===== src/md5_pkg.sv =====
// md5_pkg: types, constants and round tables for the md5 message digest block
// no dependencies
`timescale 1ns / 1ps
package md5_pkg;
    typedef struct packed {
        logic       has_byte;
        logic [7:0] data_byte;
        logic       end_of_message;
    } t_in_item;

    typedef struct packed {
        logic [31:0] digest_word;
        logic [1:0]  word_index;
        logic        last_word;
    } t_out_item;

    typedef enum logic [2:0] {
        ST_IDLE,
        ST_ROUND,
        ST_ADD,
        ST_PAD,
        ST_EMIT
    } t_state;

    localparam logic [31:0] IV0 = 32'h67452301;
    localparam logic [31:0] IV1 = 32'hefcdab89;
    localparam logic [31:0] IV2 = 32'h98badcfe;
    localparam logic [31:0] IV3 = 32'h10325476;
    localparam logic [7:0]  PAD_MARK = 8'h80;

    function automatic logic [31:0] round_const(input logic [5:0] r);
        logic [31:0] k;
        case (r)
            6'd0: k = 32'hd76aa478;  6'd1: k = 32'he8c7b756;
            6'd2: k = 32'h242070db;  6'd3: k = 32'hc1bdceee;
            6'd4: k = 32'hf57c0faf;  6'd5: k = 32'h4787c62a;
            6'd6: k = 32'ha8304613;  6'd7: k = 32'hfd469501;
            6'd8: k = 32'h698098d8;  6'd9: k = 32'h8b44f7af;
            6'd10: k = 32'hffff5bb1; 6'd11: k = 32'h895cd7be;
            6'd12: k = 32'h6b901122; 6'd13: k = 32'hfd987193;
            6'd14: k = 32'ha679438e; 6'd15: k = 32'h49b40821;
            6'd16: k = 32'hf61e2562; 6'd17: k = 32'hc040b340;
            6'd18: k = 32'h265e5a51; 6'd19: k = 32'he9b6c7aa;
            6'd20: k = 32'hd62f105d; 6'd21: k = 32'h02441453;
            6'd22: k = 32'hd8a1e681; 6'd23: k = 32'he7d3fbc8;
            6'd24: k = 32'h21e1cde6; 6'd25: k = 32'hc33707d6;
            6'd26: k = 32'hf4d50d87; 6'd27: k = 32'h455a14ed;
            6'd28: k = 32'ha9e3e905; 6'd29: k = 32'hfcefa3f8;
            6'd30: k = 32'h676f02d9; 6'd31: k = 32'h8d2a4c8a;
            6'd32: k = 32'hfffa3942; 6'd33: k = 32'h8771f681;
            6'd34: k = 32'h6d9d6122; 6'd35: k = 32'hfde5380c;
            6'd36: k = 32'ha4beea44; 6'd37: k = 32'h4bdecfa9;
            6'd38: k = 32'hf6bb4b60; 6'd39: k = 32'hbebfbc70;
            6'd40: k = 32'h289b7ec6; 6'd41: k = 32'heaa127fa;
            6'd42: k = 32'hd4ef3085; 6'd43: k = 32'h04881d05;
            6'd44: k = 32'hd9d4d039; 6'd45: k = 32'he6db99e5;
            6'd46: k = 32'h1fa27cf8; 6'd47: k = 32'hc4ac5665;
            6'd48: k = 32'hf4292244; 6'd49: k = 32'h432aff97;
            6'd50: k = 32'hab9423a7; 6'd51: k = 32'hfc93a039;
            6'd52: k = 32'h655b59c3; 6'd53: k = 32'h8f0ccc92;
            6'd54: k = 32'hffeff47d; 6'd55: k = 32'h85845dd1;
            6'd56: k = 32'h6fa87e4f; 6'd57: k = 32'hfe2ce6e0;
            6'd58: k = 32'ha3014314; 6'd59: k = 32'h4e0811a1;
            6'd60: k = 32'hf7537e82; 6'd61: k = 32'hbd3af235;
            6'd62: k = 32'h2ad7d2bb; 6'd63: k = 32'heb86d391;
            default: k = 32'h0;
        endcase
        return k;
    endfunction

    function automatic logic [4:0] rot_amount(input logic [3:0] i);
        logic [4:0] s;
        case (i)
            4'd0: s = 5'd7;   4'd1: s = 5'd12;  4'd2: s = 5'd17;  4'd3: s = 5'd22;
            4'd4: s = 5'd5;   4'd5: s = 5'd9;   4'd6: s = 5'd14;  4'd7: s = 5'd20;
            4'd8: s = 5'd4;   4'd9: s = 5'd11;  4'd10: s = 5'd16; 4'd11: s = 5'd23;
            4'd12: s = 5'd6;  4'd13: s = 5'd10; 4'd14: s = 5'd15; 4'd15: s = 5'd21;
            default: s = 5'd0;
        endcase
        return s;
    endfunction
endpackage


===== src/md5_round.sv =====
// md5_round: the shared md5 round unit, one round per call
// depends on md5_pkg
`timescale 1ns / 1ps
module md5_round
    import md5_pkg::*;
(
    input  logic [5:0]  i_r,
    input  logic [31:0] i_a,
    input  logic [31:0] i_b,
    input  logic [31:0] i_c,
    input  logic [31:0] i_d,
    input  logic [31:0] i_m,
    output logic [31:0] o_b
);
    logic [31:0] f;
    logic [31:0] sum;
    logic [63:0] dbl;
    logic [4:0]  s;

    always_comb begin
        case (i_r[5:4])
            2'd0: f = (i_b & i_c) | (~i_b & i_d);
            2'd1: f = (i_d & i_b) | (~i_d & i_c);
            2'd2: f = i_b ^ i_c ^ i_d;
            default: f = i_c ^ (i_b | ~i_d);
        endcase
        sum = i_a + f + round_const(i_r) + i_m;
        s = rot_amount({i_r[5:4], i_r[1:0]});
        dbl = {sum, sum} << s;
        o_b = i_b + dbl[63:32];
    end
endmodule


===== src/md5_message_digest.sv =====
// md5_message_digest: top level, byte gathering, padding and round sequencer
// depends on md5_pkg and md5_round
//
// input channel: one item per byte (has_byte, data_byte, end_of_message).
// an idle item (no byte, no end) is taken and ignored.
// a byte that does not fill a block leaves the input open; the 64th byte of a
// block starts the rounds and then the chaining add, during which
// o_in_stall is high.
// an end item runs padding, one byte position per cycle, then one or two
// final compressions, each of rounds and a chaining add, then four digest items, word 0
// (A) to word 3 (D), last_word on D. the input is stalled until the last
// digest item is taken. a stalled output item holds.
// rate is set by the single shared round unit: one round per cycle.
// reset (synchronous, active low) restores the initial chaining value,
// clears the byte and length counters and returns to idle.
`timescale 1ns / 1ps
module md5_message_digest
    import md5_pkg::*;
(
    input  logic      i_clk,
    input  logic      i_rst_n,
    input  logic      i_in_valid,
    output logic      o_in_stall,
    input  t_in_item  i_in_item,
    output logic      o_out_valid,
    input  logic      i_out_stall,
    output t_out_item o_out_item
);
    t_state      r_state, n_state;
    logic [31:0] r_cv [4];
    logic [31:0] r_w  [16];
    logic [31:0] r_a, r_b, r_c, r_d;
    logic [5:0]  r_pos;
    logic [63:0] r_len;
    logic [5:0]  r_rnd;
    logic        r_fin;
    logic        r_mrk;
    logic        r_last_blk;
    logic [1:0]  r_k;
    logic [3:0]  g;
    logic [31:0] new_b;
    logic        acc;
    logic [7:0]  pbyte;
    logic        pwrite;
    logic        len_wr;

    md5_round u_round (
        .i_r(r_rnd), .i_a(r_a), .i_b(r_b), .i_c(r_c), .i_d(r_d),
        .i_m(r_w[g]), .o_b(new_b)
    );

    always_comb begin
        case (r_rnd[5:4])
            2'd0: g = r_rnd[3:0];
            2'd1: g = 4'(5 * r_rnd[3:0] + 1);
            2'd2: g = 4'(3 * r_rnd[3:0] + 5);
            default: g = 4'(7 * r_rnd[3:0]);
        endcase
    end

    assign o_in_stall  = (r_state != ST_IDLE);
    assign acc         = i_in_valid && !o_in_stall;
    assign o_out_valid = (r_state == ST_EMIT);
    assign o_out_item  = '{digest_word: r_cv[r_k], word_index: r_k,
                           last_word: (r_k == 2'd3)};
    assign len_wr      = (r_state == ST_PAD) && (r_pos == 6'd56) && r_mrk;

    always_comb begin
        pwrite = 1'b0;
        pbyte  = 8'h0;
        if (acc && i_in_item.has_byte) begin
            pwrite = 1'b1;
            pbyte  = i_in_item.data_byte;
        end else if (r_state == ST_PAD) begin
            pwrite = 1'b1;
            pbyte  = r_mrk ? 8'h0 : PAD_MARK;
        end
    end

    always_comb begin
        n_state = r_state;
        case (r_state)
            ST_IDLE: begin
                if (acc) begin
                    if (i_in_item.has_byte && r_pos == 6'd63) n_state = ST_ROUND;
                    else if (i_in_item.end_of_message) n_state = ST_PAD;
                end
            end
            ST_ROUND: if (r_rnd == 6'd63) n_state = ST_ADD;
            ST_ADD: begin
                if (r_last_blk) n_state = ST_EMIT;
                else n_state = r_fin ? ST_PAD : ST_IDLE;
            end
            ST_PAD: begin
                if (len_wr) n_state = ST_ROUND;
                else if (r_pos == 6'd63) n_state = ST_ROUND;
            end
            ST_EMIT: if (!i_out_stall && r_k == 2'd3) n_state = ST_IDLE;
            default: n_state = ST_IDLE;
        endcase
    end

    always_ff @(posedge i_clk) begin
        if (!i_rst_n) begin
            r_state <= ST_IDLE;
            r_cv[0] <= IV0; r_cv[1] <= IV1; r_cv[2] <= IV2; r_cv[3] <= IV3;
            r_pos <= '0; r_len <= '0; r_rnd <= '0; r_fin <= 1'b0; r_k <= '0;
            r_mrk <= 1'b0;
        end else begin
            r_state <= n_state;
            if (acc && i_in_item.has_byte) r_len <= r_len + 64'd8;
            if (acc && i_in_item.end_of_message) r_fin <= 1'b1;
            if (len_wr) begin
                r_w[14] <= r_len[31:0];
                r_w[15] <= r_len[63:32];
                r_pos <= '0;
                r_fin <= 1'b0;
                r_mrk <= 1'b0;
                r_k   <= 2'd3;
            end else if (pwrite) begin
                if (r_pos[1:0] == 2'd0) r_w[r_pos[5:2]] <= {24'h0, pbyte};
                else r_w[r_pos[5:2]][r_pos[1:0]*8 +: 8] <= pbyte;
                r_pos <= r_pos + 6'd1;
                if (r_state == ST_PAD) r_mrk <= 1'b1;
            end
            if (n_state == ST_ROUND && r_state != ST_ROUND) begin
                r_a <= r_cv[0]; r_b <= r_cv[1]; r_c <= r_cv[2]; r_d <= r_cv[3];
                r_rnd <= '0;
            end else if (r_state == ST_ROUND) begin
                r_a <= r_d; r_d <= r_c; r_c <= r_b; r_b <= new_b;
                r_rnd <= r_rnd + 6'd1;
            end
            if (r_state == ST_ADD) begin
                r_cv[0] <= r_cv[0] + r_a; r_cv[1] <= r_cv[1] + r_b;
                r_cv[2] <= r_cv[2] + r_c; r_cv[3] <= r_cv[3] + r_d;
                if (r_k == 2'd3 && !r_fin) r_k <= 2'd0;
            end
            if (r_state == ST_EMIT && !i_out_stall) begin
                r_k <= r_k + 2'd1;
                if (r_k == 2'd3) begin
                    r_cv[0] <= IV0; r_cv[1] <= IV1; r_cv[2] <= IV2; r_cv[3] <= IV3;
                    r_len <= '0;
                end
            end
        end
    end

    // after the final block's add, go to emit
    always_ff @(posedge i_clk) begin
        if (!i_rst_n) r_last_blk <= 1'b0;
        else if (len_wr) r_last_blk <= 1'b1;
        else if (r_state == ST_ADD) r_last_blk <= 1'b0;
    end

`ifndef SYNTHESIS
    a_stall_busy: assert property (@(posedge i_clk) disable iff (!i_rst_n)
        (r_state == ST_ROUND) |-> o_in_stall) else $error("input open during rounds");
    a_rnd_adv: assert property (@(posedge i_clk) disable iff (!i_rst_n)
        (r_state == ST_ROUND && r_rnd != 6'd63) |=> (r_rnd == $past(r_rnd) + 6'd1))
        else $error("round counter skipped");
    a_emit_hold: assert property (@(posedge i_clk) disable iff (!i_rst_n)
        (o_out_valid && i_out_stall) |=> $stable(r_k)) else $error("digest word moved");
`endif
endmodule

===== config.mk =====
export PLATFORM = sky130hd
export DESIGN_NAME = md5_message_digest
export DESIGN_NICKNAME = d
export VERILOG_FILES = /design/src/md5_pkg.sv /design/src/md5_round.sv /design/src/md5_message_digest.sv
export SDC_FILE = /design/constraint.sdc
export NUM_CORES = 2
export LEC_CHECK = 0
export BUFFER_PORTS_ARGS = -buffer_cell sky130_fd_sc_hd__clkbuf_2
export CAP_MARGIN = 20
export CORE_MARGIN = 5
export CORE_UTILIZATION = 58
export DETAILED_ROUTE_END_ITERATION = 7
export PLACE_DENSITY = 0.77
export SETUP_SLACK_MARGIN = 0.3
export SYNTH_ARGS = -nofsm -noshare
export SYNTH_HDL_FRONTEND = slang
export SYNTH_HIERARCHICAL = 1
export SYNTH_SLANG_ARGS = --single-unit

===== constraint.sdc =====
create_clock -name i_clk -period 11.9 [get_ports i_clk]
set_input_delay 1.19 -clock i_clk [delete_from_list [all_inputs] [get_ports i_clk]]
set_output_delay 1.19 -clock i_clk [all_outputs]
set_load 0.02 [all_outputs]

==> results.toml <==
[power]
powerDensity_mw_per_mm2 = 260
p_leak_nw = 20.9
p_switching_mw = 6.39
switching_share_pct = 42.5
pwr-share-comb_pct = 56.3
seq_power_share_pct = 25.3
p_int_mw = 8.64
vdd_drop_max_uv = 282
pwr-share-clk_pct = 18.4

[critical_path]
max_stage_delay_ns = 0.80
worst-setup-path-type = "flip-flop to flip-flop"
crit_path_frequent_cell = "o21ai_0"
critPathSlowestCell = "mux4_4"
required_ns = 12.33
crit_path_end_kind = "flip-flop"
crit_arrival_ns = 11.66
cp_max_fo = 30
cp-start-kind = "flip-flop"

[placed_design]
placedCellCount = 5967
gp_congestion = 1.02
io_buffer_count = 50
dp.final_hpwl_um = 119000

[clock_tree]
cts_tree = "yes"
h-tree-depth = 3
clock_latency_ns = 0.69
postCtsSetupBuffers = 0
numClockSinks = 849
ctsRootBufferMaster = "clkbuf_16"
clk_pin_slew_ns = 0.06
ctsHoldBuffers = 0
cts-buffers-inserted = 88
cts_buffer_depth = 3
post_cts_resized = 0

[die]
rows = 111
coreArea_mm2 = 0.0917
initial_core_util_pct = 58.4
die_x_um = 314
ios = 51
fp.dieArea_mm2 = 0.0984
die_y_um = 314

[logic_synthesis]
ys_ff_latch = 849
synth.cell_area_mm2 = 0.0535
async_flop_share_pct = 0
synth.distinct_cells = 104
synth_seq_area_share_pct = 44.9
avgSynthCellArea_um2 = 10.9
synth_ff_type = "edfxtp_1"
synth_area_leaders = "edfxtp_1 40%, mux4_2 7.2%, dfxtp_1 5.4%"
yosysWarningCount = 6
synth_area_leader_cell = "edfxtp_1"
syn_nets = 5223
synth_edf_count = 704
synth_cells = 4918
synth_top_area_share_pct = 39.5

[timing]
fin_setup_tns_ns = 0
whs_ns = 0.481
rsz0062_at_grt = "no"
worst_slew_pin_slew_ns = 1.23
clock_skew_ns = 0.0319
slew_headroom_pct = 17.2
drv_slew = 0
setup_viol = 0
clock.fmax_ghz = 0.0890
final_hold_viol_count = 0
fin_crit_ns = 11.23
min_period_over_period_pct = 94.4

[global_route]
grt_max_degree = 132
grt_pass1_vias = 39200
grt-ovfl-total = 0
grt_usage_pct = 32.8
grt_first_pass_wirelength_um = 248000
grt_antenna_before_repair = 2

[routing]
drtIter0Drc = 5523
drc = 0
dr.pass1.iters = 8
wl_um = 166000
wire_per_inst_um = 27.0
vias = 41900
viasPerCell = 6.82
ant_nets = 0

[finish]
drive_above_1_share_pct = 10.8
nNetsFinal = 5183
fin_util_pct = 63.2
most-common-layout-cells = "704 x edfxtp_1, 418 x nand2_1, 397 x nor2_1, 359 x a21oi_1, 240 x inv_1"
layout_commonest_cell = "edfxtp_1"
antenna_cells = 0
final_cells = 6139
nFillCells = 7036
syn_to_final_growth_pct = 8.21

[outcome]
outcome = "completed"

[run]
cap_viol_max_count = 0

[min_path]
hp-class = "flip-flop to flip-flop"
-- worst max-delay path, delay by kind of cell, from the launching register on --
family / cells / cell delay [ns]
AOI/OAI and AO/OA: 16 / 3.63
adders and majority gates: 7 / 2.97
muxes: 3 / 1.58
and+or+nand+nor: 7 / 1.43
buffers and inverters: 6 / 0.97
DFF: 1 / 0.32
xor gates and xnor gates: 1 / 0.09
-- metal layers --
layer / global-route usage (%) / vias up / wire length, um
met5: 0 / - / 17
met4: 14.8 / 2 / 9000
met3: 6.34 / 463 / 15800
met2: 52.5 / 2480 / 77500
met1: 44.0 / 20500 / 63600
li1: - / 18400 / -
-- kinds of logic after synthesis --
group | Yosys count | synth area share, %
and+or+nand+nor | 1305 | 11.3
DFF | 849 | 44.9
buffers and inverters | 513 | 3.82
muxes | 453 | 12.9
xor gates and xnor gates | 264 | 4.32
adders and majority gates | 321 | 8.34
AOI/OAI and AO/OA | 1213 | 14.4
-- cell usage after synthesis (108+ instances only) --
cell	count
o21ai_0	155
dfxtp_1	145
edfxtp_1	704
a21o_1	108
clkbuf_1	176
mux2_1	156
nand3_1	127
xor2_1	132
nand2_1	421
xnor2_1	132
mux2i_1	109
inv_1	240
a21oi_1	359
mux4_2	171
ha_1	222
nor2_1	400
-- layout make-up --
type                            instances  area, um2  share of cell area, %
Inverter                              244        916                   1.58
Clock buffer                          110       2380                   4.11
Sequential cell                       849      24100                   41.6
Timing Repair Buffer                  138       1030                   1.77
Multi-Input combinational cell       3557      27500                   47.6
Tap cell                             1186       1480                   2.56
Clock inverter                         55        492                  0.849
-- flip-flops by register name, indices dropped and copies added (netlist names) --
signal      count
r_state         3
r_k             2
r_fin           1
r_rnd           6
r_w           512
r_c            32
r_last_blk      1
r_b            32
r_pos           6
r_d            32
r_a            32
r_len          61
r_mrk           1
r_cv          128
-- power by group through the flow --
stage	registers, mW	clock network (mW)	logic [mW]
2_1_floorplan	3.74	0	6.16
3_3_place_gp	3.85	0	8.07
3_5_place_dp	3.86	0	8.16
4_1_cts	3.80	2.78	8.24
5_1_grt	3.81	2.93	9.18
6_report	3.81	2.77	8.46
-- worst paths after layout --
path	endpoint	from	slack, ns	cells after the start
hold / removal	r_cv[3][19]	r_cv[3][19]	0.48	2
setup / recovery	r_b[28]	r_rnd[0]	0.67	40
setup reg to reg	r_b[28]	r_rnd[0]	0.67	40
hold reg to reg	r_cv[3][19]	r_cv[3][19]	0.48	2
-- through the flow --
stage / area (um2) / setup slack [ns] / total power [mW]
CTS: 57800 / 1.03 / 14.8
global route: 57900 / 0.322 / 15.9
floorplan: 53500 / 1.95 / 9.90
detailed placement: 55000 / 1.05 / 12.0
finish: 57900 / 0.669 / 15.0
global placement: 54900 / 1.09 / 11.9
No activity file was read; power rests on OpenSTA's default activity.
